## config.mk

```make
export PLATFORM = sky130hd
export DESIGN_NAME = percent_url_decoder_core_flat
export DESIGN_NICKNAME = d
export VERILOG_FILES = /design/src/hdl/pud_pkg.sv /design/src/hdl/pud_chan_if.sv /design/src/hdl/pud_front.sv /design/src/hdl/pud_queue.sv /design/src/hdl/pud_back.sv /design/src/hdl/percent_url_decoder_core.sv /design/src/flat_wrapper.sv
export SDC_FILE = /design/constraint.sdc
export NUM_CORES = 1
export LEC_CHECK = 0
export ABC_AREA = 1
export BUFFER_PORTS_ARGS = -buffer_cell sky130_fd_sc_hd__buf_4
export CAP_MARGIN = 10
export CORE_AREA = 2 2 144 111
export CTS_CLUSTER_DIAMETER = 100
export DETAILED_ROUTE_END_ITERATION = 6
export DIE_AREA = 0 0 146 113
export PLACE_DENSITY = 0.94
export SLEW_MARGIN = 30
export SYNTH_ARGS = -nofsm -noshare
export SYNTH_HDL_FRONTEND = slang
export SYNTH_SLANG_ARGS = --single-unit
```

## constraint.sdc

```tcl
create_clock -name clk -period 11.2 [get_ports clk]
set_input_delay 1.12 -clock clk [delete_from_list [all_inputs] [get_ports clk]]
set_output_delay 1.12 -clock clk [all_outputs]
set_load 0.03 [all_outputs]
```

## src/hdl/pud_pkg.sv

```systemverilog
`timescale 1ns / 1ps
// ----------------------------------------------------------------------------
// pud_pkg: shared types and constants of the percent URL decoder
// Character codes, register map, held-escape states and the queue entry that
// carries decoded bytes from the front end to the result sequencer.
// ----------------------------------------------------------------------------
package pud_pkg;

	// Character codes
	localparam logic [7:0] CHAR_PERCENT = 8'h25;
	localparam logic [7:0] CHAR_PLUS    = 8'h2B;
	localparam logic [7:0] CHAR_SPACE   = 8'h20;
	localparam logic [7:0] CHAR_0       = 8'h30;
	localparam logic [7:0] CHAR_9       = 8'h39;
	localparam logic [7:0] CHAR_LA      = 8'h61;
	localparam logic [7:0] CHAR_LF      = 8'h66;
	localparam logic [7:0] CHAR_UA      = 8'h41;
	localparam logic [7:0] CHAR_UF      = 8'h46;
	localparam logic [7:0] HEX_ALPHA_OFS = 8'd10;

	// Register map (register index is byte address / 4)
	localparam int          PADDR_W              = 3;
	localparam logic        REG_MAX_OUTPUT_BYTES = 1'b0;
	localparam logic [15:0] MAX_OUTPUT_RESET     = 16'd255;

	// Pending bytes of an unfinished escape
	typedef enum logic [1:0] {
		HELD_NONE,      // nothing pending
		HELD_PCT,       // '%' pending
		HELD_PCT_BYTE   // '%' and one more byte pending
	} pud_held_t;

	// One accepted byte's worth of decoded output
	typedef struct packed {
		logic [2:0][7:0] bytes;
		logic [1:0]      count;   // decoded bytes kept, 0..3
		logic            last;    // string ends with this word
		logic            trunc;   // truncation flag after this word
	} pud_entry_t;

	// Hex digit decode: {ok, nibble}
	function automatic logic [4:0] hex_nibble(input logic [7:0] c);
		logic [7:0] v;
		begin
			v = 8'd0;
			if (c >= CHAR_0 && c <= CHAR_9) begin
				v = c - CHAR_0;
				hex_nibble = {1'b1, v[3:0]};
			end else if (c >= CHAR_LA && c <= CHAR_LF) begin
				v = c - CHAR_LA + HEX_ALPHA_OFS;
				hex_nibble = {1'b1, v[3:0]};
			end else if (c >= CHAR_UA && c <= CHAR_UF) begin
				v = c - CHAR_UA + HEX_ALPHA_OFS;
				hex_nibble = {1'b1, v[3:0]};
			end else begin
				hex_nibble = 5'd0;
			end
		end
	endfunction

	// Plain byte mapping: '+' becomes a space, all else passes
	function automatic logic [7:0] plain_map(input logic [7:0] c);
		plain_map = (c == CHAR_PLUS) ? CHAR_SPACE : c;
	endfunction

endpackage

```

## src/hdl/pud_chan_if.sv

```systemverilog
`timescale 1ns / 1ps
// ----------------------------------------------------------------------------
// pud_chan_if: valid/ready channels of the percent URL decoder
// Input channel carries raw string bytes, output channel carries results.
// ----------------------------------------------------------------------------
interface pud_in_if;
	logic       valid;
	logic       ready;
	logic [7:0] in_byte;
	logic       in_last;

	modport source (output valid, output in_byte, output in_last, input ready);
	modport sink   (input valid, input in_byte, input in_last, output ready);
endinterface

interface pud_out_if;
	logic       valid;
	logic       ready;
	logic [7:0] out_byte;
	logic       byte_valid;
	logic       run_last;
	logic       string_end;
	logic       truncated;

	modport source (output valid, output out_byte, output byte_valid, output run_last,
		output string_end, output truncated, input ready);
	modport sink   (input valid, input out_byte, input byte_valid, input run_last,
		input string_end, input truncated, output ready);
endinterface

```

## src/hdl/pud_front.sv

```systemverilog
`timescale 1ns / 1ps
// ----------------------------------------------------------------------------
// pud_front: byte classifier and escape decoder
// Accepts one raw byte per cycle while the queue is not full, resolves percent
// escapes against the held bytes, applies the output capacity and pushes one
// queue entry per word that keeps results or ends a string.
// ----------------------------------------------------------------------------
module pud_front
	import pud_pkg::*;
(
	input  logic             clk,
	input  logic             arst_n,
	pud_in_if.sink           in_ch,
	input  logic [15:0]      max_output_bytes,
	input  logic             q_full,
	output logic             q_push,
	output pud_entry_t       q_entry
);

	pud_held_t   held_q, held_d;
	logic [7:0]  held1_q, held1_d;
	logic [15:0] emitted_q;
	logic        overflow_q;

	logic        accept;
	logic [7:0]  b;
	logic        last;
	logic [4:0]  hx1, hx2;
	logic [2:0][7:0] pb;
	logic [1:0]  np;
	logic [16:0] room;
	logic [1:0]  keep;
	logic        ovf_d;

	assign in_ch.ready = !q_full;
	assign accept      = in_ch.valid && !q_full;
	assign b           = in_ch.in_byte;
	assign last        = in_ch.in_last;
	assign hx1         = hex_nibble(held1_q);
	assign hx2         = hex_nibble(b);

	// Next held escape state
	always_comb begin
		held_d  = HELD_NONE;
		held1_d = held1_q;
		unique case (held_q)
			HELD_NONE: begin
				if (b == CHAR_PERCENT && !last) held_d = HELD_PCT;
			end
			HELD_PCT: begin
				if (!last) begin
					held_d  = HELD_PCT_BYTE;
					held1_d = b;
				end
			end
			HELD_PCT_BYTE: begin
				if (!(hx1[4] && hx2[4]) && !last) begin
					if (held1_q == CHAR_PERCENT) begin
						held_d  = HELD_PCT_BYTE;
						held1_d = b;
					end else if (b == CHAR_PERCENT) begin
						held_d = HELD_PCT;
					end
				end
			end
			default: held_d = HELD_NONE;
		endcase
	end

	// Decoded bytes produced by this word, before capacity
	always_comb begin
		pb = '0;
		np = 2'd0;
		unique case (held_q)
			HELD_NONE: begin
				if (!(b == CHAR_PERCENT && !last)) begin
					pb[0] = plain_map(b);
					np    = 2'd1;
				end
			end
			HELD_PCT: begin
				if (last) begin
					pb[0] = CHAR_PERCENT;
					pb[1] = plain_map(b);
					np    = 2'd2;
				end
			end
			HELD_PCT_BYTE: begin
				if (hx1[4] && hx2[4]) begin
					pb[0] = {hx1[3:0], hx2[3:0]};
					np    = 2'd1;
				end else if (held1_q == CHAR_PERCENT) begin
					pb[0] = CHAR_PERCENT;
					if (last) begin
						pb[1] = CHAR_PERCENT;
						pb[2] = plain_map(b);
						np    = 2'd3;
					end else begin
						np    = 2'd1;
					end
				end else begin
					pb[0] = CHAR_PERCENT;
					pb[1] = plain_map(held1_q);
					if (b == CHAR_PERCENT && !last) begin
						np    = 2'd2;
					end else begin
						pb[2] = plain_map(b);
						np    = 2'd3;
					end
				end
			end
			default: np = 2'd0;
		endcase
	end

	// Clip to the remaining capacity of the string
	always_comb begin
		room = {1'b0, max_output_bytes} - {1'b0, emitted_q};
		if (emitted_q >= max_output_bytes) begin
			keep = 2'd0;
		end else if (room >= {15'd0, np}) begin
			keep = np;
		end else begin
			keep = room[1:0];
		end
		ovf_d = overflow_q || (keep != np);
	end

	assign q_push        = accept && (keep != 2'd0 || last);
	assign q_entry.bytes = pb;
	assign q_entry.count = keep;
	assign q_entry.last  = last;
	assign q_entry.trunc = ovf_d;

	// Advance string state on each accepted word
	always_ff @(posedge clk or negedge arst_n) begin
		if (!arst_n) begin
			held_q     <= HELD_NONE;
			emitted_q  <= 16'd0;
			overflow_q <= 1'b0;
		end else if (accept) begin
			held_q <= held_d;
			if (last) begin
				emitted_q  <= 16'd0;
				overflow_q <= 1'b0;
			end else begin
				emitted_q  <= emitted_q + {14'd0, keep};
				overflow_q <= ovf_d;
			end
		end
	end

	// Held byte after the '%' carries no reset
	always_ff @(posedge clk) begin
		if (accept) held1_q <= held1_d;
	end

endmodule

```

## src/hdl/pud_queue.sv

```systemverilog
`timescale 1ns / 1ps
// ----------------------------------------------------------------------------
// pud_queue: entry queue between front end and result sequencer
// Small circular buffer with a fill count; head entry is read in place.
// ----------------------------------------------------------------------------
module pud_queue
	import pud_pkg::*;
#(
	parameter int DEPTH = 4
) (
	input  logic       clk,
	input  logic       arst_n,
	input  logic       push,
	input  pud_entry_t push_entry,
	input  logic       pop,
	output pud_entry_t head,
	output logic       full,
	output logic       empty
);

	localparam int PTR_W = (DEPTH > 1) ? $clog2(DEPTH) : 1;
	localparam int CNT_W = $clog2(DEPTH + 1);
	localparam logic [PTR_W-1:0] PTR_LAST = PTR_W'(DEPTH - 1);
	localparam logic [PTR_W-1:0] PTR_ONE  = PTR_W'(1);
	localparam logic [CNT_W-1:0] CNT_FULL = CNT_W'(DEPTH);
	localparam logic [CNT_W-1:0] CNT_ONE  = CNT_W'(1);

	pud_entry_t       mem_q [DEPTH];
	logic [PTR_W-1:0] wr_ptr_q, rd_ptr_q;
	logic [CNT_W-1:0] count_q;

	assign full  = (count_q == CNT_FULL);
	assign empty = (count_q == '0);
	assign head  = mem_q[rd_ptr_q];

	// Store pushed entries
	always_ff @(posedge clk) begin
		if (push) mem_q[wr_ptr_q] <= push_entry;
	end

	// Advance pointers and fill count
	always_ff @(posedge clk or negedge arst_n) begin
		if (!arst_n) begin
			wr_ptr_q <= '0;
			rd_ptr_q <= '0;
			count_q  <= '0;
		end else begin
			if (push) wr_ptr_q <= (wr_ptr_q == PTR_LAST) ? '0 : wr_ptr_q + PTR_ONE;
			if (pop)  rd_ptr_q <= (rd_ptr_q == PTR_LAST) ? '0 : rd_ptr_q + PTR_ONE;
			if (push && !pop) begin
				count_q <= count_q + CNT_ONE;
			end else if (pop && !push) begin
				count_q <= count_q - CNT_ONE;
			end
		end
	end

endmodule

```

## src/hdl/pud_back.sv

```systemverilog
`timescale 1ns / 1ps
// ----------------------------------------------------------------------------
// pud_back: result sequencer
// Walks the head queue entry one decoded byte per cycle, while the receiver
// keeps up, into the output register, marking the end of each word and of each string.
// ----------------------------------------------------------------------------
module pud_back
	import pud_pkg::*;
(
	input  logic       clk,
	input  logic       arst_n,
	input  pud_entry_t head,
	input  logic       q_empty,
	output logic       q_pop,
	pud_out_if.source  out_ch
);

	logic [1:0] idx_q;
	logic       out_valid_q;
	logic [7:0] out_byte_q;
	logic       byte_valid_q;
	logic       run_last_q;
	logic       string_end_q;
	logic       truncated_q;

	logic       load;
	logic       fin;
	logic       has_byte;

	assign load     = !out_valid_q || out_ch.ready;
	assign has_byte = (head.count != 2'd0);
	assign fin      = !has_byte || (idx_q == head.count - 2'd1);
	assign q_pop    = load && !q_empty && fin;

	assign out_ch.valid      = out_valid_q;
	assign out_ch.out_byte   = out_byte_q;
	assign out_ch.byte_valid = byte_valid_q;
	assign out_ch.run_last   = run_last_q;
	assign out_ch.string_end = string_end_q;
	assign out_ch.truncated  = truncated_q;

	// Step through the head entry
	always_ff @(posedge clk or negedge arst_n) begin
		if (!arst_n) begin
			idx_q       <= 2'd0;
			out_valid_q <= 1'b0;
		end else if (load) begin
			out_valid_q <= !q_empty;
			if (!q_empty) idx_q <= fin ? 2'd0 : idx_q + 2'd1;
		end
	end

	// Load the output register
	always_ff @(posedge clk) begin
		if (load && !q_empty) begin
			out_byte_q   <= has_byte ? head.bytes[idx_q] : 8'd0;
			byte_valid_q <= has_byte;
			run_last_q   <= fin;
			string_end_q <= fin && head.last;
			truncated_q  <= head.trunc;
		end
	end

endmodule

```

## src/hdl/percent_url_decoder_core.sv

```systemverilog
`timescale 1ns / 1ps
// ----------------------------------------------------------------------------
// percent_url_decoder_core: streaming form-urlencoded percent decoder
// Decodes %XX escapes and '+' one raw byte per word, with capacity limit.
// ----------------------------------------------------------------------------
// Usage:
//   in_ch  takes one raw byte per word, in_last marks the final byte of a
//          string. out_ch gives one result per decoded byte; run_last marks
//          the last result of an input word, string_end the last of a string.
//          A string that ends with nothing emitted gives one result with
//          byte_valid low.
//   APB    register 0 (byte address 0) is max_output_bytes, reset 255.
//          Write it only while the decoder is idle.
// Path: an accepted byte is stored as a queue entry, then loaded into the
//   output register.
// Throughput: one word per cycle while each word yields at most one result
//   and the receiver is ready; a word that flushes a failed escape yields up
//   to three results, emitted one at a time. The queue absorbs these bursts.
// Stall: a stalled receiver holds the output register; the queue fills and
//   in_ch.ready drops only when it is full.
// Reset: asynchronous; clears escape state, counters, queue and output valid.
// ----------------------------------------------------------------------------
module percent_url_decoder_core
	import pud_pkg::*;
#(
	parameter int QUEUE_DEPTH = 4
) (
	input  logic               clk,
	input  logic               arst_n,
	pud_in_if.sink             in_ch,
	pud_out_if.source          out_ch,
	input  logic               psel,
	input  logic               penable,
	input  logic               pwrite,
	input  logic [PADDR_W-1:0] paddr,
	input  logic [31:0]        pwdata,
	output logic [31:0]        prdata,
	output logic               pready
);

	logic [15:0] max_output_bytes_q;
	logic        q_push, q_pop, q_full, q_empty;
	pud_entry_t  q_entry, q_head;

	assign pready = 1'b1;
	assign prdata = (paddr[2] == REG_MAX_OUTPUT_BYTES) ? {16'd0, max_output_bytes_q} : 32'd0;

	// Capture register writes
	always_ff @(posedge clk or negedge arst_n) begin
		if (!arst_n) begin
			max_output_bytes_q <= MAX_OUTPUT_RESET;
		end else if (psel && penable && pwrite && paddr[2] == REG_MAX_OUTPUT_BYTES) begin
			max_output_bytes_q <= pwdata[15:0];
		end
	end

	pud_front u_front (
		.clk              (clk),
		.arst_n           (arst_n),
		.in_ch            (in_ch),
		.max_output_bytes (max_output_bytes_q),
		.q_full           (q_full),
		.q_push           (q_push),
		.q_entry          (q_entry)
	);

	pud_queue #(
		.DEPTH (QUEUE_DEPTH)
	) u_queue (
		.clk        (clk),
		.arst_n     (arst_n),
		.push       (q_push),
		.push_entry (q_entry),
		.pop        (q_pop),
		.head       (q_head),
		.full       (q_full),
		.empty      (q_empty)
	);

	pud_back u_back (
		.clk     (clk),
		.arst_n  (arst_n),
		.head    (q_head),
		.q_empty (q_empty),
		.q_pop   (q_pop),
		.out_ch  (out_ch)
	);

endmodule
```

## src/flat_wrapper.sv

```systemverilog
// flat-port wrapper written by rule: the top's interface ports become plain ports
module percent_url_decoder_core_flat import pud_pkg::*;
#(
	parameter int QUEUE_DEPTH = 4
)
  (clk, arst_n, psel, penable, pwrite, paddr, pwdata, prdata, pready, in_ch_valid, in_ch_in_byte, in_ch_in_last, in_ch_ready, out_ch_valid, out_ch_out_byte, out_ch_byte_valid, out_ch_run_last, out_ch_string_end, out_ch_truncated, out_ch_ready);
  pud_in_if in_ch_i ();
  pud_out_if out_ch_i ();
  input  logic clk;
  input  logic arst_n;
  input  logic psel;
  input  logic penable;
  input  logic pwrite;
  input  logic [PADDR_W-1:0] paddr;
  input  logic [31:0] pwdata;
  output logic [31:0] prdata;
  output logic pready;
  input wire logic [$bits(in_ch_i.valid)-1:0] in_ch_valid;
  input wire logic [$bits(in_ch_i.in_byte)-1:0] in_ch_in_byte;
  input wire logic [$bits(in_ch_i.in_last)-1:0] in_ch_in_last;
  output wire logic [$bits(in_ch_i.ready)-1:0] in_ch_ready;
  output wire logic [$bits(out_ch_i.valid)-1:0] out_ch_valid;
  output wire logic [$bits(out_ch_i.out_byte)-1:0] out_ch_out_byte;
  output wire logic [$bits(out_ch_i.byte_valid)-1:0] out_ch_byte_valid;
  output wire logic [$bits(out_ch_i.run_last)-1:0] out_ch_run_last;
  output wire logic [$bits(out_ch_i.string_end)-1:0] out_ch_string_end;
  output wire logic [$bits(out_ch_i.truncated)-1:0] out_ch_truncated;
  input wire logic [$bits(out_ch_i.ready)-1:0] out_ch_ready;
  assign in_ch_i.valid = in_ch_valid;
  assign in_ch_i.in_byte = in_ch_in_byte;
  assign in_ch_i.in_last = in_ch_in_last;
  assign in_ch_ready = in_ch_i.ready;
  assign out_ch_valid = out_ch_i.valid;
  assign out_ch_out_byte = out_ch_i.out_byte;
  assign out_ch_byte_valid = out_ch_i.byte_valid;
  assign out_ch_run_last = out_ch_i.run_last;
  assign out_ch_string_end = out_ch_i.string_end;
  assign out_ch_truncated = out_ch_i.truncated;
  assign out_ch_i.ready = out_ch_ready;
  percent_url_decoder_core #(.QUEUE_DEPTH(QUEUE_DEPTH)) u_core (.clk(clk), .arst_n(arst_n), .in_ch(in_ch_i), .out_ch(out_ch_i), .psel(psel), .penable(penable), .pwrite(pwrite), .paddr(paddr), .pwdata(pwdata), .prdata(prdata), .pready(pready));
endmodule
```

# Word-level counts from Yosys, hierarchy flattened
# Memory sizes are Yosys's and may differ from the RTL's.
# Index checks and enable logic that the tools add are counted.
[word_totals]
register_bits = 65
ramBits = 112
n_memories = 1
word_cells = 151
output_inout_bits = 47
[op_classes]
addsub = 18
n_reduce_logical = 39
mux = 47
magnitude_cmp = 15
eq_ne = 14
bitwise = 2
[memory_table]
columns = ["memory", "depth", "width", "rd", "rd_ports_with_merged_regs", "write_ports", "line_no", "text"]
rows = [
  ["u_core.u_queue.mem_q", 4, 28, 1, 0, 1, "pud_queue.sv:28", "pud_entry_t mem_q [DEPTH];"],
]
[ops]
columns = ["op", "count"]
rows = [
  ["2-to-1 mux 8 bit", 9],
  ["2-to-1 mux 16 bit", 4],
  ["equality test 8 x 6 -> 1 bit, second input constant", 4],
  ["greater-or-equal comparator 8 x 7 -> 1 bit, second input constant", 4],
  ["<= comparator 8 x 7 -> 1 bit, second input constant", 4],
  ["case mux 8 bit (2 select lines)", 2],
  ["2-to-1 mux 5 bit", 6],
  ["2-to-1 mux 2 bit", 12],
  ["2-to-1 mux 24 bit", 1],
  ["case mux 8 bit (3 select lines)", 1],
  ["subtractor 4 x 1 -> 4 bit, second input constant", 6],
  ["logical AND 1 bit", 19],
  ["greater-or-equal comparator 17 x 2 -> 1 bit", 1],
  ["subtractor 16 x 16 -> 17 bit", 1],
  ["adder 16 x 2 -> 16 bit", 1],
  ["adder 4 bit, second input constant", 4],
  ["binary-select mux 8 bit (select 2 bit)", 1],
  ["greater-or-equal comparator 16 bit", 1],
  ["greater-or-equal comparator 8 x 6 -> 1 bit, second input constant", 2],
  ["<= comparator 8 x 6 -> 1 bit, second input constant", 2],
  ["case mux 2 bit (3 select lines)", 2],
  ["zero test 1 bit", 8],
  ["nonzero test 2 bit", 4],
  ["2-to-1 mux 1 bit", 7],
  ["18 further kinds", 29],
]

# Depth between registers and ports, before layout
# Gate-level depths: netlist of run 1.
[depth]
ltp_word = 18
mapped_depth = 33

# Cells and area by module
# A second synthesis of run 1 with hierarchy kept.
[unflattened]
hier_cells = 1144
hier_area_um2 = 10102.2
[by_module_without_submodules]
columns = ["module", "cells_each", "area_per_inst_um2", "seq_area_each_um2", "instances"]
rows = [
  ["pud_queue", 378, 4944.7, 3538.4, 1],
  ["pud_front", 546, 3389.5, 715.7, 1],
  ["percent_url_decoder_core", 125, 948.4, 410.4, 1],
  ["pud_back", 95, 819.5, 435.4, 1],
]

# Least setup slack after synthesis of run 1
# Ideal clock, no wire load.
[synth_timing]
path_type = "input port to flip-flop"
startpoint = "in in_ch_in_byte[1]"
endpoint = "reg u_core.u_front.emitted_q[12]"
arrival_time_ns = 5.047
setup_ns = 0.065
setup_slack_ns = 6.089
path_buffers = 0
cell_stages = 32
path_cell_list = "inv_1 -> ha_1 -> o21ai_0 -> nand2_1 -> nand4_1 -> nand2_1 -> nand2_1 -> nand2_1 -> nand2_1 -> nand3_1 -> ha_1 -> inv_1 -> nor2_1 -> nor3_1 -> nand3_2 -> nor2_4 -> nand3_4 -> nor2_4 -> nand3_1 -> nand2_1 -> nand3_2 -> inv_1 -> ha_1 -> fa_1 -> nor3b_2 -> nand2_1 -> nor2_2 -> nand3_1 -> nor3_2 -> nand3_2 -> o21ai_0 -> o211a_1"
[synth_lines]
columns = ["element", "line_no", "text"]
rows = [
  ["start: declaration", "flat_wrapper.sv:19", "input wire logic [$bits(in_ch_i.in_byte)-1:0] in_ch_in_byte;"],
  ["end signal: assignment", "pud_front.sv:147", "emitted_q <= emitted_q + {14'd0, keep};"],
  ["end: declaration", "pud_front.sv:22", "logic [15:0] emitted_q;"],
]

==> flow_metrics.tcl, run 1 <==
set metrics [dict create \
    run_status "finished clean" \
    drive_above_1_share_pct 14.70 \
    clock_latency_ns 0.44 \
    netlist.area_leader.share_pct 41.74 \
    rsz0062_at_grt "no" \
    required_ns 11.57 \
    start_util_pct 63.19 \
    post-route-period-util_pct 52.80 \
    die_height_um 113 \
    crit_path_max_incr_delay_ns 0.28 \
    skew_ns 0.01322 \
    cts_root_buffer "clkbuf_16" \
    ys_seq_area_share_pct 53.70 \
    grt_max_degree 59 \
    fill_cells 1053 \
    post-cts-setup-buffer-count 0 \
    p_leak_nw 4.525 \
    cts_max_level 4 \
    nets 1180 \
    syn-cell-area_um2 9497 \
    cp-start-kind "input port" \
    ys.flop_type "edfxtp_1" \
    cts_buffers 17 \
    slowest_stage "nor3b_2" \
    drt_drc_violations_left 0 \
    firstDrtPassIters 6 \
    multi_input_area_um2 3675 \
    antenna_left 0 \
    synthToLayoutAreaGrowth_pct 12.57 \
    cp.arrival_ns 6.28 \
    die_area_um2 16500 \
    endpoint_kind "flop" \
    portBuffers 62 \
    hold_path_depth 1 \
    clk_path_buf_depth 2 \
    grt_pass1_wl_mm 34.99 \
    io_pins 98 \
    reg2reg_setup_slack_ns 5.75 \
    ff2ff_path_depth 32 \
    fin_ws_ns 5.287 \
    grt_overflow 0 \
    cts_sinks 177 \
    cp_common_cell "nand2_1" \
    worstHoldEndpoint "u_core.u_front.emitted_q[15]" \
    synth_area_leaders "edfxtp_1, dfrtp_1, nand2_1" \
    p_per_area_nw_per_um2 223.7 \
    wl_per_cell_um 16.79 \
    wl_mm 21.95 \
    rr_startpoint "u_core.u_front.held1_q[0]" \
    antenna_found_initial 0 \
    gp_congestion 0.9784 \
    grt_pass1_vias 7128 \
    holdBufCountCts 0 \
    clock.fmax_ghz 0.1691 \
    synth.distinct_cells 49 \
    min_from "u_core.u_front.emitted_q[15]" \
    synth-seq-cells 177 \
    placementRows 39 \
    yosys_warnings 0 \
    cts.clk_slew.worst_paths_ns 0.07 \
    die_w_um 146 \
    period_minus_slack_ns 5.913 \
    synth_common_cells "nand2_1, nor2_1, edfxtp_1, inv_1, o21ai_0" \
    r2r_end "u_core.u_front.emitted_q[12]" \
    hpwl_mm 14.73 \
    hold_path.class "flop to flop" \
    peakVddDrop_uv 165.4 \
    cts_resized 0 \
    synth_cells 1028 \
    tritoncts "built" \
    synth-async-reset-ratio_pct 25.42 \
    synth_edf_count 132 \
    grt_usage_pct 27.16 \
    drt_iter0_drc 823 \
    vias_per_cell 5.780 \
    tns_ns 0 \
    maxCapViolations 0 \
    synth_most_common_cell "nand2_1" \
    syn_avg_cell_area_um2 9.238 \
    critPathKind "input port to flop" \
    n_antenna_cell 0 \
    worst_pin_slew_ns 0.9754 \
    relSlewSlack_pct 34.97 \
    synth_area_leader_cell "edfxtp_1" \
    drv_slew 0 \
    cp_max_fo 7 \
    coreArea_um2 15030 \
    seq_area_um2 5100 \
    hold_violations 0 \
    vias 7555 \
    pre_cts_ws_ns 5.095 \
    setup_viol 0 \
]
[worst max-delay path by stage]
stage                                        end             start  cells past startpoint  slack [ns]
floorplan           u_core.u_front.emitted_q[12]  in_ch_in_byte[1]                     32        6.09
global placement    u_core.u_front.emitted_q[12]  in_ch_in_byte[1]                     33        5.45
detailed placement  u_core.u_front.emitted_q[12]  in_ch_in_byte[1]                     33        5.10
CTS                 u_core.u_front.emitted_q[12]  in_ch_in_byte[1]                     33        5.36
global route        u_core.u_front.emitted_q[12]  in_ch_in_byte[1]                     33        4.81
finish              u_core.u_front.emitted_q[12]  in_ch_in_byte[1]                     33        5.29
[cell usage in the layout (no fill, tap or decap), types with 15 or more instances in the layout]
cell and instances:
o221ai_1 15, nand2_1 164, inv_1 132, conb_1 17
buf_4 71, nand3_1 41, dfrtp_1 37, o21ai_0 82
clkbuf_16 17, a21oi_1 67, nor2_1 139, edfxtp_1 132
ha_1 37
[registers in the layout (all words and copies together), names as in the netlist, 2 cells and up]
register,count
u_core.u_queue.wr_ptr_q,2
u_core.u_back.idx_q,2
u_core.u_front.emitted_q,16
u_core.max_output_bytes_q,16
u_core.u_front.held1_q,8
u_core.u_queue.count_q,3
u_core.u_front.held_q,2
u_core.u_queue.mem_q,112
u_core.u_back.out_ch.out_byte,8
u_core.u_queue.rd_ptr_q,2
[critical path: cells and delay by family]
family | cells | cell delay [ns]
buf+inv | 4 | 0.52
simple gates | 22 | 3.07
fa+ha+maj | 4 | 1.00
compound gates | 3 | 0.56
[area by class of cell]
cell class	instances	share of cell area, %
well taps	205	2.399
inverters	144	5.056
multi-input cells	678	34.37
repair buffers	71	4.986
flip-flops and latches	177	47.71
clock inverters	15	1.498
clock buffers	17	3.979
[layer usage]
metal  share of wire, %  global-route usage, %  vias to the layer above
met4                1.4                  9.385                        0
met3                 11                  7.379                       48
met2                 46                  42.80                      443
met5                  0                      0                        -
li1                   -                      -                     3562
met1                 41                  37.02                     3502
[per-stage QoR]
step | cell area, um^2 | instances | hold WS, ns | utilization (%) | power [mW]
after floorplan | 9553 | 1043 | 0.4333 | - | 1.549
after global placement | 10100 | 1274 | 0.4523 | 67.18 | 1.754
after detailed placement | 10100 | 1275 | 0.4727 | 67.23 | 1.792
after CTS | 10690 | 1307 | 0.4743 | 71.13 | 2.380
after global routing | 10690 | 1307 | 0.5159 | 71.13 | 2.517
final | 10690 | 1307 | 0.4868 | 71.13 | 2.392
[power breakdown]
part           switching, mW  internal, mW
Sequential            0.0701         0.867
Combinational          0.588         0.281
Clock                  0.285         0.300
[kinds of logic after synthesis]
logic type | synth area share [%]
AOI/OAI and AO/OA | 11.73
xor gates and xnor gates | 0.5534
adders and majority gates | 5.507
buffers and inverters | 8.195
DFF | 53.70
other | 0.07908
and+or+nand+nor | 20.24
No activity file was read; power rests on OpenSTA's default activity.
==> run 2, diff against run 1 <==
--- a/config.mk
+++ b/config.mk
@@ -8,11 +8,11 @@
 export ABC_AREA = 1
 export BUFFER_PORTS_ARGS = -buffer_cell sky130_fd_sc_hd__buf_4
 export CAP_MARGIN = 10
-export CORE_AREA = 2 2 144 111
+export CORE_AREA = 2 2 157 120
 export CTS_CLUSTER_DIAMETER = 100
 export DETAILED_ROUTE_END_ITERATION = 6
-export DIE_AREA = 0 0 146 113
-export PLACE_DENSITY = 0.94
+export DIE_AREA = 0 0 159 122
+export PLACE_DENSITY = 0.85
 export SLEW_MARGIN = 30
 export SYNTH_ARGS = -nofsm -noshare
 export SYNTH_HDL_FRONTEND = slang
==> constraint.sdc (replaced) <==
create_clock -name clk -period 5.4 [get_ports clk]
set_input_delay 0.54 -clock clk [delete_from_list [all_inputs] [get_ports clk]]
set_output_delay 0.54 -clock clk [all_outputs]
set_load 0.03 [all_outputs]
==> run 2 against run 1 <==
  * Non-clock buffer count is 5 higher
  * Sequential cell count stayed put
  * Cell count is 3.6% higher
  * Sequential power is 100% higher
  * Global-route usage is 4.5 points lower
  * Clock skew is 0.0030 ns lower
  * Combinational power is 110% higher
  * Sequential share of layout area is 0.61 points lower
  * Utilization is 11 points lower
  * First-iteration DRC count is 25% lower
  * Via count is 2.4% lower
  * Critical path depth is 1 lower
  * Critical path type is now flop to flop
  * Critical endpoint unchanged
  * Largest cell class unchanged
==> flow_metrics.tcl, run 2 (synthesis gave the netlist of run 1 again) <==
set metrics [dict create \
    run_status "finished clean" \
    io_pins 98 \
    fill_cells 1486 \
    post-route-period-util_pct 92.02 \
    nets 1185 \
    largest_reg_flops 112 \
    multi_input_area_um2 3714 \
    regMostFlops "u_core.u_queue.mem_q" \
    critPathKind "flop to flop" \
    drt_iter0_drc 615 \
    coreArea_um2 18080 \
    cts_root_buffer "clkbuf_16" \
    firstDrtPassIters 7 \
    rsz0062_at_grt "no" \
    wl_per_cell_um 15.93 \
    gp_congestion 0.9407 \
    worst_pin_slew_ns 0.6430 \
    drive_above_1_share_pct 15.54 \
    grt_overflow 0 \
    drv_slew 0 \
    tritoncts "built" \
    crit_path_max_incr_delay_ns 0.42 \
    reg_top3 "u_core.u_queue.mem_q (112), u_core.max_output_bytes_q (16), u_core.u_front.emitted_q (16)" \
    skew_ns 0.01027 \
    grt_pass1_wl_mm 34.47 \
    n_antenna_cell 0 \
    peakVddDrop_uv 286.9 \
    cts.clk_slew.worst_paths_ns 0.07 \
    placementRows 43 \
    antenna_left 0 \
    antenna_found_initial 0 \
    relSlewSlack_pct 57.09 \
    cts_sinks 177 \
    seq_area_um2 5100 \
    vias_per_cell 5.448 \
    slowest_stage "edfxtp_1" \
    hold_path.class "input port to asynchronous set/reset pin" \
    required_ns 5.76 \
    drt_drc_violations_left 0 \
    cp_max_fo 5 \
    die_w_um 159 \
    cp-start-kind "flop" \
    vias 7376 \
    synthToLayoutAreaGrowth_pct 14.03 \
    hpwl_mm 14.82 \
    setup_viol 0 \
    grt_pass1_vias 6954 \
    grt_max_degree 59 \
    final_common_cell "nand2_1" \
    hold_violations 0 \
    p_leak_nw 4.604 \
    endpoint_kind "flop" \
    path_delay_family "simple AND/OR/NAND/NOR gates" \
    grt_usage_pct 22.63 \
    die_area_um2 19400 \
    die_height_um 122 \
    p_per_area_nw_per_um2 460.7 \
    period_minus_slack_ns 4.969 \
    cts_buffers 17 \
    clk_path_buf_depth 2 \
    cts_max_level 4 \
    final_cell_mix "nand2_1, nor2_1, edfxtp_1, inv_1, o21ai_0" \
    power_mw 4.989 \
    portBuffers 62 \
    tns_ns 0 \
    wl_mm 21.57 \
    start_util_pct 52.53 \
    crit_buf_inv 4 \
    cp.arrival_ns 5.33 \
    cp_common_cell "nand2_1" \
    clock_latency_ns 0.43 \
    clock.fmax_ghz 0.2012 \
    maxCapViolations 0 \
]
run 2: where the power goes:
part | total [mW] | switching [mW] | internal [mW]
combinational | 1.84 | 1.25 | 0.589
sequential | 1.91 | 0.115 | 1.80
clock | 1.24 | 0.575 | 0.662
run 2: repair_timing:
item	CTS	global route
hold buffers	0	0
setup endpoints to repair	0	5
buffers inserted	0	1
gates resized for setup	0	9
run 2: area by class of cell:
cell class | count | share of cell area, %
clock buffer | 17 | 3.928
clock inverter | 15 | 1.571
inverter | 144 | 4.991
multi-input combinational | 678 | 34.29
sequential | 177 | 47.09
tap | 247 | 2.854
timing repair buffer | 76 | 5.269
run 2: metal layers:
| layer | GRT usage (%) | up-vias | share of wire [%] |
|---|---|---|---|
| met4 | 5.000 | 0 | 0.78 |
| li1 | - | 3583 | - |
| met1 | 30.28 | 3446 | 43 |
| met5 | 0 | - | 0 |
| met3 | 3.984 | 23 | 8.4 |
| met2 | 39.10 | 324 | 48 |
run 2: final timing paths:
check	startpoint	endpoint	slack (ns)	cells past startpoint
setup / recovery	u_core.u_front.held1_q[0]	u_core.u_front.emitted_q[12]	0.43	32
hold / removal	arst_n	u_core.max_output_bytes_q[8]	0.12	1
setup reg to reg	u_core.u_front.held1_q[0]	u_core.u_front.emitted_q[12]	0.43	32
hold reg to reg	u_core.u_front.emitted_q[15]	u_core.u_front.emitted_q[15]	0.47	1
max in group asynchronous	arst_n	u_core.u_back.idx_q[0]	4.87	1
min in group clk	out_ch_ready	u_core.u_back.out_ch.valid	0.32	2
run 2: stage by stage:
| stage | worst slack (ns) | hold WS [ns] | cell area, um^2 | utilization [%] | instances |
|---|---|---|---|---|---|
| floorplan | 0.8686 | 0.2444 | 9553 | - | 1043 |
| global placement | 0.3663 | 0.4533 | 10190 | 56.35 | 1321 |
| detailed placement | 0.08951 | 0.4567 | 10190 | 56.35 | 1321 |
| CTS | 0.2283 | 0.1294 | 10780 | 59.65 | 1353 |
| global route | 0.0009357 | 0.1534 | 10830 | 59.90 | 1354 |
| finish | 0.4307 | 0.1212 | 10830 | 59.90 | 1354 |
